## src/hw/rtl/stce_pkg.sv

```systemverilog
// Shared types, scan code names and key translation ROM for the scan code text cursor engine.
// No dependencies; every other file of the block imports this package.
package stce_pkg;

   localparam int COLUMNS  = 80;
   localparam int ROWS     = 25;
   localparam int MAP_SIZE = 59;

   localparam int ROW_W   = 5;
   localparam int COL_W   = 7;
   localparam int CHAR_W  = 7;
   localparam int CODE_W  = 8;
   localparam int COLOR_W = 8;

   localparam logic [ROW_W-1:0]   LAST_ROW    = ROW_W'(ROWS - 1);
   localparam logic [COL_W-1:0]   LAST_COL    = COL_W'(COLUMNS - 1);
   localparam logic [CODE_W-1:0]  MAP_LIMIT   = CODE_W'(MAP_SIZE);
   localparam logic [COLOR_W-1:0] COLOR_RESET = 8'h07;

   localparam logic [CODE_W-1:0] SC_BACKSPACE    = 8'h0E;
   localparam logic [CODE_W-1:0] SC_LEFT         = 8'h4B;
   localparam logic [CODE_W-1:0] SC_ENTER        = 8'h1C;
   localparam logic [CODE_W-1:0] SC_RIGHT        = 8'h4D;
   localparam logic [CODE_W-1:0] SC_UP           = 8'h48;
   localparam logic [CODE_W-1:0] SC_DOWN         = 8'h50;
   localparam logic [CODE_W-1:0] SC_LSHIFT_MAKE  = 8'h2A;
   localparam logic [CODE_W-1:0] SC_RSHIFT_MAKE  = 8'h36;
   localparam logic [CODE_W-1:0] SC_LSHIFT_BREAK = 8'hAA;
   localparam logic [CODE_W-1:0] SC_RSHIFT_BREAK = 8'hB6;
   localparam logic [CODE_W-1:0] SC_IGNORED      = 8'h03;

   localparam logic [CHAR_W-1:0] CH_NONE  = 7'h00;
   localparam logic [CHAR_W-1:0] CH_SPACE = 7'h20;
   localparam logic [CHAR_W-1:0] CH_LOW_A = 7'h61;
   localparam logic [CHAR_W-1:0] CH_LOW_Z = 7'h7A;
   localparam logic [CHAR_W-1:0] CASE_GAP = 7'h20;

   typedef struct packed {
      logic [ROW_W-1:0] row;
      logic [COL_W-1:0] col;
      logic             shift;
   } stce_state_type;

   typedef struct packed {
      logic               write_valid;
      logic [CHAR_W-1:0]  write_char;
      logic [COLOR_W-1:0] write_color;
      logic [ROW_W-1:0]   write_row;
      logic [COL_W-1:0]   write_col;
      logic               cursor_valid;
      logic [ROW_W-1:0]   cursor_row;
      logic [COL_W-1:0]   cursor_col;
   } stce_rsp_type;

   function automatic logic [CHAR_W-1:0] stce_key_rom(input logic [5:0] idx);
      logic [CHAR_W-1:0] ch;
      case (idx)
         6'd2:    ch = 7'h31;
         6'd3:    ch = 7'h32;
         6'd4:    ch = 7'h33;
         6'd5:    ch = 7'h34;
         6'd6:    ch = 7'h35;
         6'd7:    ch = 7'h36;
         6'd8:    ch = 7'h37;
         6'd9:    ch = 7'h38;
         6'd10:   ch = 7'h39;
         6'd11:   ch = 7'h30;
         6'd12:   ch = 7'h2D;
         6'd13:   ch = 7'h3D;
         6'd16:   ch = 7'h71;
         6'd17:   ch = 7'h77;
         6'd18:   ch = 7'h65;
         6'd19:   ch = 7'h72;
         6'd20:   ch = 7'h74;
         6'd21:   ch = 7'h79;
         6'd22:   ch = 7'h75;
         6'd23:   ch = 7'h69;
         6'd24:   ch = 7'h6F;
         6'd25:   ch = 7'h70;
         6'd26:   ch = 7'h5B;
         6'd27:   ch = 7'h5D;
         6'd28:   ch = 7'h0A;
         6'd30:   ch = 7'h61;
         6'd31:   ch = 7'h73;
         6'd32:   ch = 7'h64;
         6'd33:   ch = 7'h66;
         6'd34:   ch = 7'h67;
         6'd35:   ch = 7'h68;
         6'd36:   ch = 7'h6A;
         6'd37:   ch = 7'h6B;
         6'd38:   ch = 7'h6C;
         6'd39:   ch = 7'h3B;
         6'd40:   ch = 7'h27;
         6'd41:   ch = 7'h60;
         6'd43:   ch = 7'h5C;
         6'd44:   ch = 7'h7A;
         6'd45:   ch = 7'h78;
         6'd46:   ch = 7'h63;
         6'd47:   ch = 7'h76;
         6'd48:   ch = 7'h62;
         6'd49:   ch = 7'h6E;
         6'd50:   ch = 7'h6D;
         6'd51:   ch = 7'h2C;
         6'd52:   ch = 7'h2E;
         6'd53:   ch = 7'h2F;
         6'd55:   ch = 7'h2A;
         6'd57:   ch = 7'h20;
         default: ch = CH_NONE;
      endcase
      return ch;
   endfunction

endpackage

```

## src/hw/rtl/stce_req_if.sv

```systemverilog
// Scan code request channel: valid/ready handshake carrying one scan code byte.
// Depends on stce_pkg for the code width.
interface stce_req_if;
   import stce_pkg::*;

   logic              valid;
   logic              ready;
   logic [CODE_W-1:0] scan_code;

   modport source (output valid, output scan_code, input ready);
   modport sink   (input valid, input scan_code, output ready);
endinterface

```

## src/hw/rtl/stce_rsp_if.sv

```systemverilog
// Response channel: valid/ready handshake carrying the cell write and cursor move fields.
// Depends on stce_pkg for the field widths.
interface stce_rsp_if;
   import stce_pkg::*;

   logic               valid;
   logic               ready;
   logic               write_valid;
   logic [CHAR_W-1:0]  write_char;
   logic [COLOR_W-1:0] write_color;
   logic [ROW_W-1:0]   write_row;
   logic [COL_W-1:0]   write_col;
   logic               cursor_valid;
   logic [ROW_W-1:0]   cursor_row;
   logic [COL_W-1:0]   cursor_col;

   modport source (output valid, output write_valid, output write_char, output write_color,
                   output write_row, output write_col, output cursor_valid,
                   output cursor_row, output cursor_col, input ready);
   modport sink   (input valid, input write_valid, input write_char, input write_color,
                   input write_row, input write_col, input cursor_valid,
                   input cursor_row, input cursor_col, output ready);
endinterface

```

## src/hw/rtl/stce_decode.sv

```systemverilog
// Combinational decode of one scan code against the cursor state: next state and response.
// Depends on stce_pkg for types, scan code names and the key ROM.
module stce_decode (
   input  logic [stce_pkg::CODE_W-1:0]  code,
   input  logic [stce_pkg::COLOR_W-1:0] color,
   input  stce_pkg::stce_state_type     cur,
   output stce_pkg::stce_state_type     nxt,
   output stce_pkg::stce_rsp_type       rsp
);
   import stce_pkg::*;

   logic [COL_W-1:0]  col_inc;
   logic [COL_W-1:0]  col_dec;
   logic [COL_W-1:0]  col_adv;
   logic [ROW_W-1:0]  row_inc;
   logic [ROW_W-1:0]  row_dec;
   logic [ROW_W-1:0]  row_adv;
   logic              col_at_end;
   logic              row_at_end;
   logic              mapped;
   logic [CHAR_W-1:0] rom_ch;
   logic [CHAR_W-1:0] shown_ch;

   assign col_at_end = (cur.col >= LAST_COL);
   assign row_at_end = (cur.row >= LAST_ROW);
   assign col_inc    = cur.col + COL_W'(1);
   assign col_dec    = cur.col - COL_W'(1);
   assign row_inc    = cur.row + ROW_W'(1);
   assign row_dec    = cur.row - ROW_W'(1);
   assign col_adv    = col_at_end ? cur.col : col_inc;
   assign row_adv    = row_at_end ? cur.row : row_inc;
   assign mapped     = (code < MAP_LIMIT) && (code != SC_IGNORED);
   assign rom_ch     = stce_key_rom(code[5:0]);
   assign shown_ch   = (cur.shift && rom_ch >= CH_LOW_A && rom_ch <= CH_LOW_Z)
                       ? rom_ch - CASE_GAP : rom_ch;

   always_comb begin
      nxt = cur;
      rsp = '0;
      unique case (code) inside
         SC_BACKSPACE: begin
            if (cur.col != '0) begin
               nxt.col          = col_dec;
               rsp.write_valid  = 1'b1;
               rsp.write_char   = CH_SPACE;
               rsp.write_color  = color;
               rsp.write_row    = cur.row;
               rsp.write_col    = col_dec;
               rsp.cursor_valid = 1'b1;
               rsp.cursor_row   = cur.row;
               rsp.cursor_col   = col_dec;
            end
         end
         SC_LEFT: begin
            if (cur.col != '0) begin
               nxt.col          = col_dec;
               rsp.cursor_valid = 1'b1;
               rsp.cursor_row   = cur.row;
               rsp.cursor_col   = col_dec;
            end
         end
         SC_ENTER: begin
            nxt.row          = row_adv;
            nxt.col          = '0;
            rsp.cursor_valid = 1'b1;
            rsp.cursor_row   = row_adv;
            rsp.cursor_col   = '0;
         end
         SC_RIGHT: begin
            if (!col_at_end) begin
               nxt.col          = col_inc;
               rsp.cursor_valid = 1'b1;
               rsp.cursor_row   = cur.row;
               rsp.cursor_col   = col_inc;
            end
         end
         SC_UP: begin
            if (cur.row != '0) begin
               nxt.row          = row_dec;
               rsp.cursor_valid = 1'b1;
               rsp.cursor_row   = row_dec;
               rsp.cursor_col   = cur.col;
            end
         end
         SC_DOWN: begin
            if (!row_at_end) begin
               nxt.row          = row_inc;
               rsp.cursor_valid = 1'b1;
               rsp.cursor_row   = row_inc;
               rsp.cursor_col   = cur.col;
            end
         end
         SC_LSHIFT_MAKE, SC_RSHIFT_MAKE: begin
            nxt.shift = 1'b1;
         end
         SC_LSHIFT_BREAK, SC_RSHIFT_BREAK: begin
            nxt.shift = 1'b0;
         end
         default: begin
            if (mapped && rom_ch == CH_SPACE) begin
               nxt.col          = col_adv;
               rsp.write_valid  = 1'b1;
               rsp.write_char   = CH_SPACE;
               rsp.write_color  = color;
               rsp.write_row    = cur.row;
               rsp.write_col    = col_adv;
               rsp.cursor_valid = 1'b1;
               rsp.cursor_row   = cur.row;
               rsp.cursor_col   = col_adv;
            end else if (mapped && rom_ch != CH_NONE) begin
               nxt.col          = col_adv;
               rsp.write_valid  = 1'b1;
               rsp.write_char   = shown_ch;
               rsp.write_color  = color;
               rsp.write_row    = cur.row;
               rsp.write_col    = cur.col;
            end
         end
      endcase
   end

endmodule

```

## src/hw/rtl/scancode_text_cursor_engine.sv

```systemverilog
// Top level of the scan code text cursor engine: input register, decode, response register.
// Depends on stce_pkg, stce_req_if, stce_rsp_if and stce_decode.
//
// Usage:
//   req_chan carries one set-1 scan code per transaction; rsp_chan returns exactly one
//   response per accepted code, holding an optional character cell write and an optional
//   cursor move (fields are zero where their valid flag is low).
//   csr_wr_en/csr_wr_data write the text colour attribute; change it only while idle.
// Path: a code taken into the input register is decoded into the response register.
// Throughput: one code per cycle when rsp_chan does not stall; cursor and shift state is
//   read and updated in the single decode step between the input and response registers.
// Reset: clears both valid stages, puts the cursor at row 0 column 0, releases shift and
//   sets the colour to 7.
// Stall: while rsp_chan.ready is low the response holds; the input register still takes
//   one more code, and req_chan.ready falls only when both stages are full.
module scancode_text_cursor_engine (
   input logic                          clock,
   input logic                          reset,
   stce_req_if.sink                     req_chan,
   stce_rsp_if.source                   rsp_chan,
   input logic                          csr_wr_en,
   input logic [stce_pkg::COLOR_W-1:0]  csr_wr_data
);
   import stce_pkg::*;

   logic               in_valid_ff;
   logic               in_valid_in;
   logic [CODE_W-1:0]  code_ff;
   logic               out_valid_ff;
   logic               out_valid_in;
   stce_rsp_type       rsp_ff;
   stce_state_type     state_ff;
   stce_state_type     state_in;
   logic [COLOR_W-1:0] color_ff;
   logic [COLOR_W-1:0] color_in;
   stce_rsp_type       rsp_in;
   logic               advance;
   logic               take;

   assign advance = in_valid_ff && (!out_valid_ff || rsp_chan.ready);
   assign take    = req_chan.valid && req_chan.ready;

   assign req_chan.ready = !in_valid_ff || advance;

   assign in_valid_in  = take || (in_valid_ff && !advance);
   assign out_valid_in = advance || (out_valid_ff && !rsp_chan.ready);
   assign color_in     = csr_wr_en ? csr_wr_data : color_ff;

   stce_decode u_decode (
      .code  (code_ff),
      .color (color_ff),
      .cur   (state_ff),
      .nxt   (state_in),
      .rsp   (rsp_in)
   );

   always_ff @(posedge clock) begin
      if (reset) begin
         in_valid_ff  <= 1'b0;
         out_valid_ff <= 1'b0;
         state_ff     <= '0;
         color_ff     <= COLOR_RESET;
      end else begin
         in_valid_ff  <= in_valid_in;
         out_valid_ff <= out_valid_in;
         color_ff     <= color_in;
         if (advance) begin
            state_ff <= state_in;
         end
      end
   end

   always_ff @(posedge clock) begin
      if (take) begin
         code_ff <= req_chan.scan_code;
      end
      if (advance) begin
         rsp_ff <= rsp_in;
      end
   end

   assign rsp_chan.valid        = out_valid_ff;
   assign rsp_chan.write_valid  = rsp_ff.write_valid;
   assign rsp_chan.write_char   = rsp_ff.write_char;
   assign rsp_chan.write_color  = rsp_ff.write_color;
   assign rsp_chan.write_row    = rsp_ff.write_row;
   assign rsp_chan.write_col    = rsp_ff.write_col;
   assign rsp_chan.cursor_valid = rsp_ff.cursor_valid;
   assign rsp_chan.cursor_row   = rsp_ff.cursor_row;
   assign rsp_chan.cursor_col   = rsp_ff.cursor_col;

endmodule

```

## src/flat_wrapper.sv

```systemverilog
// flat-port wrapper written by rule: the top's interface ports become plain ports
module scancode_text_cursor_engine_flat import stce_pkg::*;
  (clock, reset, csr_wr_en, csr_wr_data, req_chan_valid, req_chan_scan_code, req_chan_ready, rsp_chan_valid, rsp_chan_write_valid, rsp_chan_write_char, rsp_chan_write_color, rsp_chan_write_row, rsp_chan_write_col, rsp_chan_cursor_valid, rsp_chan_cursor_row, rsp_chan_cursor_col, rsp_chan_ready);
  stce_req_if req_chan_i ();
  stce_rsp_if rsp_chan_i ();
  input logic clock;
  input logic reset;
  input logic csr_wr_en;
  input logic [stce_pkg::COLOR_W-1:0] csr_wr_data;
  input wire logic [$bits(req_chan_i.valid)-1:0] req_chan_valid;
  input wire logic [$bits(req_chan_i.scan_code)-1:0] req_chan_scan_code;
  output wire logic [$bits(req_chan_i.ready)-1:0] req_chan_ready;
  output wire logic [$bits(rsp_chan_i.valid)-1:0] rsp_chan_valid;
  output wire logic [$bits(rsp_chan_i.write_valid)-1:0] rsp_chan_write_valid;
  output wire logic [$bits(rsp_chan_i.write_char)-1:0] rsp_chan_write_char;
  output wire logic [$bits(rsp_chan_i.write_color)-1:0] rsp_chan_write_color;
  output wire logic [$bits(rsp_chan_i.write_row)-1:0] rsp_chan_write_row;
  output wire logic [$bits(rsp_chan_i.write_col)-1:0] rsp_chan_write_col;
  output wire logic [$bits(rsp_chan_i.cursor_valid)-1:0] rsp_chan_cursor_valid;
  output wire logic [$bits(rsp_chan_i.cursor_row)-1:0] rsp_chan_cursor_row;
  output wire logic [$bits(rsp_chan_i.cursor_col)-1:0] rsp_chan_cursor_col;
  input wire logic [$bits(rsp_chan_i.ready)-1:0] rsp_chan_ready;
  assign req_chan_i.valid = req_chan_valid;
  assign req_chan_i.scan_code = req_chan_scan_code;
  assign req_chan_ready = req_chan_i.ready;
  assign rsp_chan_valid = rsp_chan_i.valid;
  assign rsp_chan_write_valid = rsp_chan_i.write_valid;
  assign rsp_chan_write_char = rsp_chan_i.write_char;
  assign rsp_chan_write_color = rsp_chan_i.write_color;
  assign rsp_chan_write_row = rsp_chan_i.write_row;
  assign rsp_chan_write_col = rsp_chan_i.write_col;
  assign rsp_chan_cursor_valid = rsp_chan_i.cursor_valid;
  assign rsp_chan_cursor_row = rsp_chan_i.cursor_row;
  assign rsp_chan_cursor_col = rsp_chan_i.cursor_col;
  assign rsp_chan_i.ready = rsp_chan_ready;
  scancode_text_cursor_engine u_core (.clock(clock), .reset(reset), .req_chan(req_chan_i), .rsp_chan(rsp_chan_i), .csr_wr_en(csr_wr_en), .csr_wr_data(csr_wr_data));
endmodule
```

## config.mk

```make
export PLATFORM = sky130hd
export DESIGN_NAME = scancode_text_cursor_engine_flat
export DESIGN_NICKNAME = d
export VERILOG_FILES = /design/src/hw/rtl/stce_pkg.sv /design/src/hw/rtl/stce_req_if.sv /design/src/hw/rtl/stce_rsp_if.sv /design/src/hw/rtl/stce_decode.sv /design/src/hw/rtl/scancode_text_cursor_engine.sv /design/src/flat_wrapper.sv
export SDC_FILE = /design/constraint.sdc
export NUM_CORES = 1
export LEC_CHECK = 0
export BUFFER_PORTS_ARGS = -buffer_cell sky130_fd_sc_hd__buf_4
export CORE_UTILIZATION = 40
export CTS_BUF_LIST = sky130_fd_sc_hd__clkbuf_16
export DETAILED_ROUTE_END_ITERATION = 7
export SLEW_MARGIN = 0
export SYNTH_ARGS = -nofsm -noshare
export SYNTH_HDL_FRONTEND = slang
export SYNTH_SLANG_ARGS = --single-unit
```

## constraint.sdc

```tcl
create_clock -name clock -period 3.5 [get_ports clock]
set_clock_uncertainty 0.2 [all_clocks]
set_input_delay 0.175 -clock clock [delete_from_list [all_inputs] [get_ports clock]]
set_output_delay 0.175 -clock clock [all_outputs]
set_load 0.01 [all_outputs]
```

# Word-level counts from Yosys, hierarchy flattened

Memories as Yosys holds them, arrays and structs flattened. A register that Yosys moved wholly into a read port is not among the register bits.
Cells that the tools add are included.

Bits in latches: 0
Logic and storage cells: 95
Register bits after elaboration: 72
Memories: 1
Memory bits (read-only): 448
Bits in writable memories: 0
Bits of input ports: 21

Shift-type cells: 0
Divide/modulo/power cells: 0
Multipliers: 0
Add/sub/neg operators: 5
Bitwise gates (word level): 1
Multiplexer cells: 21
Order comparisons: 5
Reductions and logical operators: 33
Equality and inequality tests: 14

Memories:

| name            | depth | width | read ports | clocked after Yosys merged registers in | write ports | line           | text |
|---|---|---|---|---|---|---|---|
| (no name shown) | 64    | 7     | 1          | 1                                       | 0           | stce_pkg.sv:57 | `case (idx)` |

Operator list:

| cell                  | count |
|---|---|
| $pmux W13 S7          | 1 |
| $mux W13              | 5 |
| $mux W28              | 2 |
| $pmux W28 S2          | 1 |
| $mux W41              | 1 |
| $mux W7               | 5 |
| $eq A8 B7 Y1 const B  | 4 |
| $pmux W7 S4           | 1 |
| $eq A8 B6 Y1 const B  | 2 |
| $eq A8 B8 Y1 const B  | 2 |
| $ge A7 B7 Y1 const B  | 2 |
| $reduce_bool A7 Y1    | 2 |
| $mux W5               | 2 |
| $pmux W5 S2           | 1 |
| $reduce_bool A5 Y1    | 2 |
| $logic_and A1 B1 Y1   | 9 |
| $reduce_or A9 Y1      | 1 |
| $eq A8 B4 Y1 const B  | 1 |
| $eq A8 B5 Y1 const B  | 1 |
| $lt A8 B6 Y1 const B  | 1 |
| $ne A8 B2 Y1 const B  | 1 |
| $reduce_or A2 Y1      | 4 |
| $add A7 B1 Y7 const B | 1 |
| $eq A7 B6 Y1 const B  | 1 |
| 18 further kinds      | 26 |

# Longest topological paths before layout

Gate-level depths: netlist (run 1).

Depth after elaboration: 7
Depth in mapped cells: 12
Mapped depth without buffers: 12

# Modules after synthesis

Synthesis (run 1) repeated with hierarchy kept, for this count alone.

Cell total of the unflattened synthesis: 568
Area total of the unflattened synthesis: 5205.0 µm²

By module, submodules not included:

| module                      | sequential area each (µm²) | area an instance (µm²) | times used | cells an instance |
|---|---|---|---|---|
| stce_decode                 | 0.0                        | 2765.2                 | 1          | 426 |
| scancode_text_cursor_engine | 1931.9                     | 2439.8                 | 1          | 142 |

# Least setup slack after synthesis (run 1)

OpenSTA, ideal clock, no wires.

Path kind: register to register
From: reg u_core.state_ff[1] (netlist bit)
To: reg u_core.rsp_ff (netlist bit u_core.rsp_chan.write_color[0]) (data pin)
Cell stages (with the launch flop): 11
Path buffers: 3
Period minus slack after synthesis: 2854 ps
Path slack: 646 ps
Arrival time: 2399 ps
Path through: dfxtp_1 clkbuf_1 inv_1 ha_1 or3b_2 nor4_1 or2_2 clkbuf_1 o21ai_1 buf_2 and2_1

RTL lines:

| what                     | line                              | text |
|---|---|---|
| start: declaration       | scancode_text_cursor_engine.sv:32 | `stce_state_type state_ff;` |
| start signal: assignment | scancode_text_cursor_engine.sv:68 | `state_ff <= state_in;` |
| end signal: assignment   | scancode_text_cursor_engine.sv:78 | `rsp_ff <= rsp_in;` |
| end: declaration         | scancode_text_cursor_engine.sv:31 | `stce_rsp_type rsp_ff;` |

# Final worst setup path (run 1)

From: in rsp_chan_ready
To: reg u_core.u_decode.rom_ch[2] (netlist name)

Cells in the longest elaborated chain, start to end: 5

Ends and longest elaborated chain:

| what                | line                              | text |
|---|---|---|
| start: declaration  | flat_wrapper.sv:22                | `input wire logic [$bits(rsp_chan_i.ready)-1:0] rsp_chan_ready;` |
| $logic_or A1 B1 Y1  | scancode_text_cursor_engine.sv:40 | `assign advance = in_valid_ff && (!out_valid_ff \|\| rsp_chan.ready);` |
| $logic_and A1 B1 Y1 | scancode_text_cursor_engine.sv:40 |  |
| $logic_or A1 B1 Y1  | scancode_text_cursor_engine.sv:43 | `assign req_chan.ready = !in_valid_ff \|\| advance;` |
| $logic_and A1 B1 Y1 | scancode_text_cursor_engine.sv:41 | `assign take = req_chan.valid && req_chan.ready;` |
| $mux W6 (no line)   | -                                 |  |

No other way between the ends.
A chain may end at the register's enable or synchronous reset.

==> results of run 1 <==
[worst max-delay path, cell delays in order]
cell           delay [ps]
dlygate4sd3_1         530
buf_4                 130
and3b_1               230
inv_1                 160
nand2_1               240
clkinv_1              270
mux2_2                420
ha_1                  360
or3_1                 380
a21oi_1               130
o21ai_0               100
o211ai_1              150
[synth_stat cells (4+ instances only)]
cell / instances / share of area [%]
edfxtp_1: 49 / 28
nor2_1: 43 / 3.1
nand2_1: 40 / 2.9
a21oi_1: 39 / 3.8
o21ai_0: 38 / 3.7
dfxtp_1: 30 / 12
clkbuf_1: 24 / 1.7
and2_1: 22 / 2.7
inv_1: 21 / 1.5
ha_1: 17 / 4.1
nand3_1: 17 / 1.6
mux2i_1: 15 / 2.9
nor3_1: 14 / 1.4
a211oi_1: 9 / 1.3
o22ai_1: 8 / 0.97
a221oi_1: 7 / 1.2
buf_2: 7 / 0.68
xnor2_1: 7 / 1.2
a31oi_1: 6 / 0.72
and3_1: 6 / 0.72
nand2b_1: 6 / 0.72
nor4_1: 6 / 0.72
a21o_1: 5 / 0.72
o211ai_1: 5 / 0.72
or3_1: 5 / 0.60
a2111oi_0: 4 / 0.68
a311oi_1: 4 / 0.68
nand4b_1: 4 / 0.68
nor4b_1: 4 / 0.68
o2111ai_1: 4 / 0.68
o211a_1: 4 / 0.77
o21ai_1: 4 / 0.39
o31ai_1: 4 / 0.58
xor2_1: 4 / 0.68
[metrics by stage]
stage	setup slack, ps	hold slack [ps]	instances	power (mW)
final	282	328	825	2.46
after global routing	8.26	350	825	2.57
after global placement	440	161	776	1.47
after detailed placement	352	156	776	1.47
after CTS	310	329	825	2.48
after floorplan	646	73.9	564	1.34
[how the worst max path moves through the flow]
stage / end / cells after the start
2_1_floorplan: u_core.rsp_chan.write_color[0] / 10
3_3_place_gp: u_core.rsp_chan.write_color[1] / 6
3_5_place_dp: u_core.rsp_chan.write_color[7] / 6
4_1_cts: u_core.u_decode.rom_ch[2] / 12
5_1_grt: u_core.u_decode.rom_ch[3] / 14
6_report: u_core.u_decode.rom_ch[2] / 12
[power groups by stage]
| stage | clock, mW | combinational, mW | sequential (mW) |
|---|---|---|---|
| after floorplan | 0 | 0.241 | 1.10 |
| after global placement | 0 | 0.363 | 1.10 |
| after detailed placement | 0 | 0.363 | 1.11 |
| after CTS | 1.00 | 0.398 | 1.08 |
| after global routing | 1.03 | 0.441 | 1.09 |
| final | 0.977 | 0.400 | 1.09 |
[flip-flops by register name, summed over array words and instances (netlist names)]
register	count
u_core.code_ff	8
u_core.color_ff	8
u_core.in_valid_ff	1
u_core.rsp_chan.cursor_col	7
u_core.rsp_chan.cursor_row	5
u_core.rsp_chan.cursor_valid	1
u_core.rsp_chan.valid	1
u_core.rsp_chan.write_char	7
u_core.rsp_chan.write_col	7
u_core.rsp_chan.write_color	8
u_core.rsp_chan.write_row	5
u_core.rsp_chan.write_valid	1
u_core.state_ff	13
u_core.u_decode.rom_ch	7
[layout make-up]
cell class	instances	area, µm²	area share (%)
Multi-Input combinational cell	426	2850	44.3
Sequential cell	79	2070	32.2
Timing Repair Buffer	110	908	14.1
Clock buffer	9	225	3.50
Tap cell	172	215	3.35
Inverter	22	82.6	1.28
Clock inverter	7	78.8	1.23
[layer usage]
layer  vias to the layer above  part of all wire, %  routed length (µm)  global-route usage [%]
met2                       177                   49                6630                    36.1
met5                         -                    0                   0                       0
met4                         0                  1.9                 259                    8.55
met3                        26                  5.3                 719                    3.77
li1                       2322                    -                   -                       -
met1                      2206                   44                6040                    28.1
[what timing repair did]
item                      in CTS  in global routing
setup buffers                  0                  0
hold buffers                  33                  0
hold endpoints to repair      25                  0
[cells by family (layout without fill, tap and decap cells)]
| logic type | Yosys count | in the layout |
|---|---|---|
| simple gates | 200 | 200 |
| compound gates | 180 | 180 |
| flops | 79 | 79 |
| buf+inv | 59 | 148 |
| mux | 18 | 18 |
| fa+ha+maj | 17 | 17 |
| xor+xnor | 11 | 11 |
==> flow_summary_export.csv, run 1 <==
group,metric,value,unit
outcome,outcome,"finished clean",
cts,cts_resized,0,
route,viasPerCell,5.73,
synthesis,ys_ff_latch,79,
synthesis,synth_edf_count,49,
synthesis,ys.flop_type,"edfxtp_1",
cts,cts_sinks,79,
worst_hold_path,holdCritStartpoint,"u_core.color_ff[6]",
route,wl_per_cell,16.5,µm
synthesis,synth_fp_nets,602,
finish,syn_to_final_growth,24.1,%
power_and_ir_drop,switching_share,27.3,%
timing,rsz0062_at_grt,"no",
global_route,grt_overflow,0,
synthesis,synthArstFlopShare,0,%
timing,period_share,91.9,%
synthesis,synth_warnings,0,
route,drc,0,
cts,clk_pin_slew,70,ps
power_and_ir_drop,internal_power,1.79,mW
power_and_ir_drop,clkPwrFrac,39.7,%
synthesis,synthesis.area,5180,µm²
route,finalWirelength,13600,µm
critical_path,r2r_setup_slack,380,ps
timing,fmax,311,MHz
critical_path,arrival,3300,ps
synthesis,synth-compound-area-share,23.8,%
synthesis,synth.avg_cell_area,9.19,µm²
finish,final_layout_size_suffix_gt1_share,19.1,%
finish,n_fill_cell,1224,
finish,num_antenna_cells,0,
route,ant_nets,0,
synthesis,synthMuxAreaShare,3.55,%
timing,setup_tns,0,ps
worst_hold_path,min_path_type,"reg2reg",
timing,hold_viol,0,
run,drv_cap,0,
critical_path,endpoint_kind,"flip-flop",
synthesis,synth-xor-area-share,1.86,%
synthesis,synth_fa_ha_area_share,4.11,%
finish,final_core_util,51.0,%
synthesis,synth_simple_gate_area_share,21.7,%
route,drt_iter0_markers,445,
floorplan,die_y,116,µm
power_and_ir_drop,comb_power_share,16.2,%
global_route,grt_use_total,21.7,%
critical_path,startpoint_type,"primary input",
place,numPortBuffers,63,
place,dp_hpwl,9350,µm
cts,cts_tree,"built",
place,gp_congestion,0.896,
global_route,grt_pass1_wl,22400,µm
floorplan,fp.dieW,116,µm
floorplan,ioPinCount,64,
synthesis,synth_top_family_by_area,"compound AO/OA/AOI/OAI gates",
synthesis,syn_inst,564,
timing,relSlewSlack,44.4,%
finish,layout_common_cells,"buf_4, edfxtp_1, nor2_1",
route,dr_total_vias,4731,
critical_path,r2r_start,"u_core.code_ff[3]",
critical_path,reg2reg_depth,6,
finish,nNetsFinal,686,
place,place_area,5800,µm²
worst_hold_path,holdPathStages,1,
finish,finalInstanceArea,6430,µm²
synthesis,ys_seq_area_share,40.0,%
critical_path,cp-startpoint,"rsp_chan_ready",
timing,setup_violations,0,
critical_path,crit_required,3580,ps
power_and_ir_drop,p_sw,0.673,mW
timing,fin_crit,3220,ps
cts,insertion_delay,350,ps
global_route,grt_pass1_vias,4402,
timing,finalMaxSlewViolations,0,
cts,clockBufferDepth,2,
power_and_ir_drop,ir_drop,0.164,mV
global_route,grt_max_degree,45,
timing,tightest_slew,828,ps
finish,final_common_cell,"buf_4",
power_and_ir_drop,sequentialPowerShare,44.1,%
floorplan,core_area,12600,µm²
critical_path,crit_fanout,12,
cts,cts_root_buffer,"clkbuf_16",
critical_path,setup.worst_path.class,"in2reg",
cts,cts_made_buffers,9,
synthesis,synth.distinct_cells,88,
global_route,antenna_found_initial,0,
critical_path,timing.rr.end,"u_core.rsp_chan.write_row[1]",
cts,htree_num_levels,3,
worst_hold_path,min_to,"u_core.rsp_chan.write_color[6]",
route,first_pass_iters,7,
floorplan,start_util,41.1,%
power_and_ir_drop,p_per_area,383,nW/µm²
power_and_ir_drop,leakage,2.54,nW
floorplan,rows,41,
floorplan,die_area,13400,µm²
Power figures use the tool's default switching activity.
==> run 2: changes to the inputs <==
--- a/config.mk
+++ b/config.mk
@@ -6,6 +6,7 @@
 export NUM_CORES = 1
 export LEC_CHECK = 0
 export BUFFER_PORTS_ARGS = -buffer_cell sky130_fd_sc_hd__buf_4
+export CORE_ASPECT_RATIO = 0.7
 export CORE_UTILIZATION = 40
 export CTS_BUF_LIST = sky130_fd_sc_hd__clkbuf_16
 export DETAILED_ROUTE_END_ITERATION = 7
==> flow_summary_export.csv, run 2 (synthesized netlist as in run 1, its figures left out) <==
group,metric,value,unit
finish,num_antenna_cells,0,
critical_path,endpoint_kind,"flip-flop",
finish,final_layout_size_suffix_gt1_share,20.1,%
timing,fmax,300,MHz
route,first_pass_iters,6,
finish,final_common_cell,"buf_4",
route,drt_iter0_markers,607,
global_route,antenna_found_initial,0,
timing,finalMaxSlewViolations,0,
finish,fin_cells,818,
global_route,grt_max_degree,45,
timing,tightest_slew,785,ps
critical_path,reg2reg_depth,10,
timing,relSlewSlack,47.3,%
critical_path,slowest_stage,"dlygate4sd3_1",
floorplan,die_y,97.2,µm
place,dp_hpwl,10200,µm
critical_path,arrival,3380,ps
finish,largest_reg_flops,13,
timing,setup_violations,0,
global_route,grt_overflow,0,
floorplan,die_area,13400,µm²
critical_path,worstPathCellList,"dlygate4sd3_1 -> buf_4 -> and3b_1 -> inv_1 -> nand2_1 -> clkinv_1 -> mux2_2 -> ha_1 -> or3_1 -> a21oi_1 -> o21ai_0 -> o211ai_1",
critical_path,crit_fanout,8,
timing,period_share,95.3,%
floorplan,start_util,41.4,%
route,drc,0,
route,finalWirelength,14900,µm
run,drv_cap,0,
place,numPortBuffers,63,
cts,cts_resized,0,
worst_hold_path,min_path_type,"reg2reg",
route,wl_per_cell,18.2,µm
critical_path,setup.worst_path.class,"in2reg",
cts,cts_tree,"built",
critical_path,critPathMaxStageDelay,540,ps
timing,rsz0062_at_grt,"no",
outcome,outcome,"finished clean",
global_route,grt_use_total,23.1,%
critical_path,startpoint_type,"primary input",
cts,insertion_delay,340,ps
route,dr_total_vias,4932,
power_and_ir_drop,leakage,2.57,nW
finish,syn_to_final_growth,24.9,%
critical_path,crit_required,3540,ps
cts,cts_sinks,79,
cts,cts_root_buffer,"clkbuf_16",
cts,htree_num_levels,3,
global_route,grt_pass1_vias,4507,
place,gp_congestion,0.868,
cts,cts_made_buffers,9,
place,placedCellCount,773,
timing,hold_viol,0,
worst_hold_path,holdPathStages,2,
floorplan,core_area,12500,µm²
floorplan,fp.dieW,138,µm
route,ant_nets,0,
floorplan,rows,34,
power_and_ir_drop,p_per_area,401,nW/µm²
route,viasPerCell,6.03,
timing,fin_crit,3330,ps
floorplan,ioPinCount,64,
cts,cts_hold_buf,29,
finish,layout_common_cells,"buf_4, edfxtp_1, nor2_1",
global_route,grt_pass1_wl,24700,µm
cts,clk_pin_slew,60,ps
cts,clockBufferDepth,2,
power_and_ir_drop,ir_drop,0.204,mV
finish,nNetsFinal,689,
timing,setup_tns,0,ps
cts,cts_setup_buffers,0,
finish,regMostFlops,"u_core.state_ff",
-- run 2: cell types whose count changed in the layout (fill, tap and decap cells not counted), moves of 2 or more --
cell / before / now
buf_4: 77 / 84
bufinv_16: 1 / 3
clkinv_4: 0 / 2
dlygate4sd3_1: 33 / 29
inv_8: 2 / 0
-- run 2: final timing paths --
kind,from,end,slack (ps)
worst max-delay path,rsp_chan_ready,u_core.u_decode.rom_ch[2],170
worst min-delay path,u_core.in_valid_ff,u_core.rsp_chan.valid,280
worst max register to register,u_core.rsp_chan.valid,u_core.u_decode.rom_ch[2],350
worst min register to register,u_core.in_valid_ff,u_core.rsp_chan.valid,280
-- run 2: cell type report --
class	instances	area, µm²
Fill cell	1128	6030
Inverter	22	82.6
Multi-Input combinational cell	426	2850
Sequential cell	79	2070
Clock inverter	7	120
Tap cell	162	203
Clock buffer	9	225
Timing Repair Buffer	113	921
-- run 2: metrics by stage --
stage                     instance area, µm²  hold WS (ps)  power (mW)  utilization, %  setup slack [ps]
final                                   6470           276        2.59            51.8               166
after global routing                    6470           336        2.69            51.8              15.0
after CTS                               6470           274        2.60            51.8               270
after detailed placement                5840           161        1.48            46.7               392
after global placement                  5840           165        1.48            46.7               437
after floorplan                         5180          73.9        1.34               -               646
-- run 2: power by group --
part	internal (mW)	switching (mW)	leakage [nW]
clock	0.699	0.389	0.168
combinational	0.187	0.232	1.68
sequential	1.04	0.0439	0.714
total	1.93	0.664	2.57
-- run 2: worst max-delay path: cells and delay by family --
kind,cells,cell delay [ps]
AOI/OAI and AO/OA,3,510
and+or+nand+nor,3,930
buffers and inverters,4,950
adders and majority gates,1,410
muxes,1,400
-- run 2: layer usage --
metal	vias to the layer above	global-route usage, %	wire [µm]
met4	0	6.17	188
met2	243	31.1	6040
met3	19	4.63	1280
met1	2343	36.4	7390
met5	-	0	0
li1	2327	-	-
==> run 3: changes to the inputs <==
--- a/config.mk
+++ b/config.mk
@@ -10,6 +10,7 @@
 export CORE_UTILIZATION = 40
 export CTS_BUF_LIST = sky130_fd_sc_hd__clkbuf_16
 export DETAILED_ROUTE_END_ITERATION = 7
+export PLACE_DENSITY = 0.55
 export SLEW_MARGIN = 0
 export SYNTH_ARGS = -nofsm -noshare
 export SYNTH_HDL_FRONTEND = slang
==> flow_summary_export.csv, run 3 (synthesized netlist as in run 1, its figures left out) <==
group,metric,value,unit
place,placedCellCount,771,
critical_path,setup.worst_path.class,"in2reg",
timing,finalWorstSetupSlack,251,ps
finish,layout_common_cells,"buf_4, edfxtp_1, nor2_1",
place,dp_slack,341,ps
timing,relSlewSlack,42.7,%
route,viasPerCell,5.96,
cts,cts_sinks,79,
route,finalWirelength,15300,µm
timing,tightest_slew,854,ps
route,drt_iter0_markers,582,
cts,clk_pin_slew,60,ps
global_route,grt_pass1_wl,24700,µm
finish,fin_cells,815,
timing,holdWs,25.5,ps
power_and_ir_drop,ir_drop,0.206,mV
critical_path,r2r_start,"u_core.code_ff[3]",
worst_hold_path,min_path_type,"in2reg",
route,ant_nets,0,
global_route,grt_overflow,0,
floorplan,die_y,97.2,µm
critical_path,startpoint_type,"primary input",
critical_path,arrival,3310,ps
global_route,antenna_found_initial,0,
place,dp_hpwl,10500,µm
finish,num_antenna_cells,0,
floorplan,fp.dieW,138,µm
finish,regMostFlops,"u_core.state_ff",
power_and_ir_drop,leakage,2.51,nW
cts,htree_num_levels,3,
place,place_area,5820,µm²
finish,final_common_cell,"buf_4",
floorplan,ioPinCount,64,
cts,cts_made_buffers,9,
finish,nNetsFinal,686,
route,drc,0,
finish,largest_reg_flops,13,
cts,cts_hold_buf,28,
power_and_ir_drop,p_per_area,374,nW/µm²
critical_path,crit_fanout,8,
timing,rsz0062_at_grt,"no",
timing,finalMaxSlewViolations,0,
cts,clockBufferDepth,2,
worst_hold_path,holdCritStartpoint,"csr_wr_en",
timing,setup_violations,0,
timing,fin_crit,3250,ps
floorplan,rows,34,
cts,cts_root_buffer,"clkbuf_16",
global_route,grt_pass1_vias,4481,
timing,period_share,92.8,%
finish,syn_to_final_growth,23.2,%
outcome,outcome,"finished clean",
timing,hold_viol,0,
timing,setup_tns,0,ps
finish,finalInstanceArea,6380,µm²
floorplan,start_util,41.4,%
finish,final_layout_size_suffix_gt1_share,20.1,%
cts,cts_resized,0,
route,wl_per_cell,18.7,µm
place,numPortBuffers,63,
critical_path,r2r_setup_slack,290,ps
floorplan,core_area,12500,µm²
cts,cts_tree,"built",
route,dr_total_vias,4855,
timing,fmax,308,MHz
cts,cts_setup_buffers,0,
place,gp_congestion,0.869,
global_route,grt_max_degree,45,
critical_path,crit_required,3560,ps
critical_path,endpoint_kind,"flip-flop",
global_route,grt_use_total,23.3,%
floorplan,die_area,13400,µm²
cts,insertion_delay,350,ps
run,drv_cap,0,
critical_path,cp-startpoint,"rsp_chan_ready",
route,first_pass_iters,8,
[run 3: cell count changes in the layout (fill, tap and decap cells not counted), sizes merged]
cell | previous run | this run
buf | 84 | 82
bufinv | 3 | 0
clkinv | 5 | 3
clkinvlp | 0 | 3
dlygate4sd3 | 29 | 28
inv | 21 | 23
[run 3: cell type report]
type                    count  area [µm²]
clock buffers               9         225
well taps                 162         203
repair buffers            110         896
clock inverters             7        53.8
fillers                  1213        6130
inverters                  22        82.6
flip-flops and latches     79        2070
multi-input cells         426        2850
[run 3: through the flow]
stage / total power, mW / util [%]
after global routing: 2.50 / 51.0
after global placement: 1.49 / 46.5
final: 2.39 / 51.0
after CTS: 2.41 / 51.0
after floorplan: 1.34 / -
after detailed placement: 1.49 / 46.5
[run 3: worst max-delay path: stages]
cell           delay [ps]
dlygate4sd3_1         540
buf_4                 130
and3b_1               240
inv_1                  60
nand2_1               220
clkinv_1              250
mux2_2                430
ha_1                  420
a2111oi_0             100
a2111oi_0             440
o21ai_0               170
o211ai_1              120
[run 3: report_power, final]
group	total (mW)	internal, mW	switching [mW]
sequential	1.09	1.04	0.0463
combinational	0.415	0.184	0.231
clock	0.887	0.486	0.401
total	2.39	1.71	0.678
[run 3: worst paths after layout]
check,endpoint,cells after the start
worst max register to register,u_core.rsp_chan.cursor_row[3],6
worst min register to register,u_core.rsp_chan.valid,2
worst max-delay path,u_core.u_decode.rom_ch[2],12
worst min-delay path,u_core.color_ff[3],3
[run 3: routing by layer]
layer  share of wire (%)  wire [µm]  vias to the layer above  GRT usage, %
met5                   0          0                        -             0
met1                  52       7880                     2307          35.7
li1                    -          -                     2328             -
met4                 1.3        196                        0          6.00
met2                  40       6070                      205          32.2
met3                 7.4       1130                       15          5.62
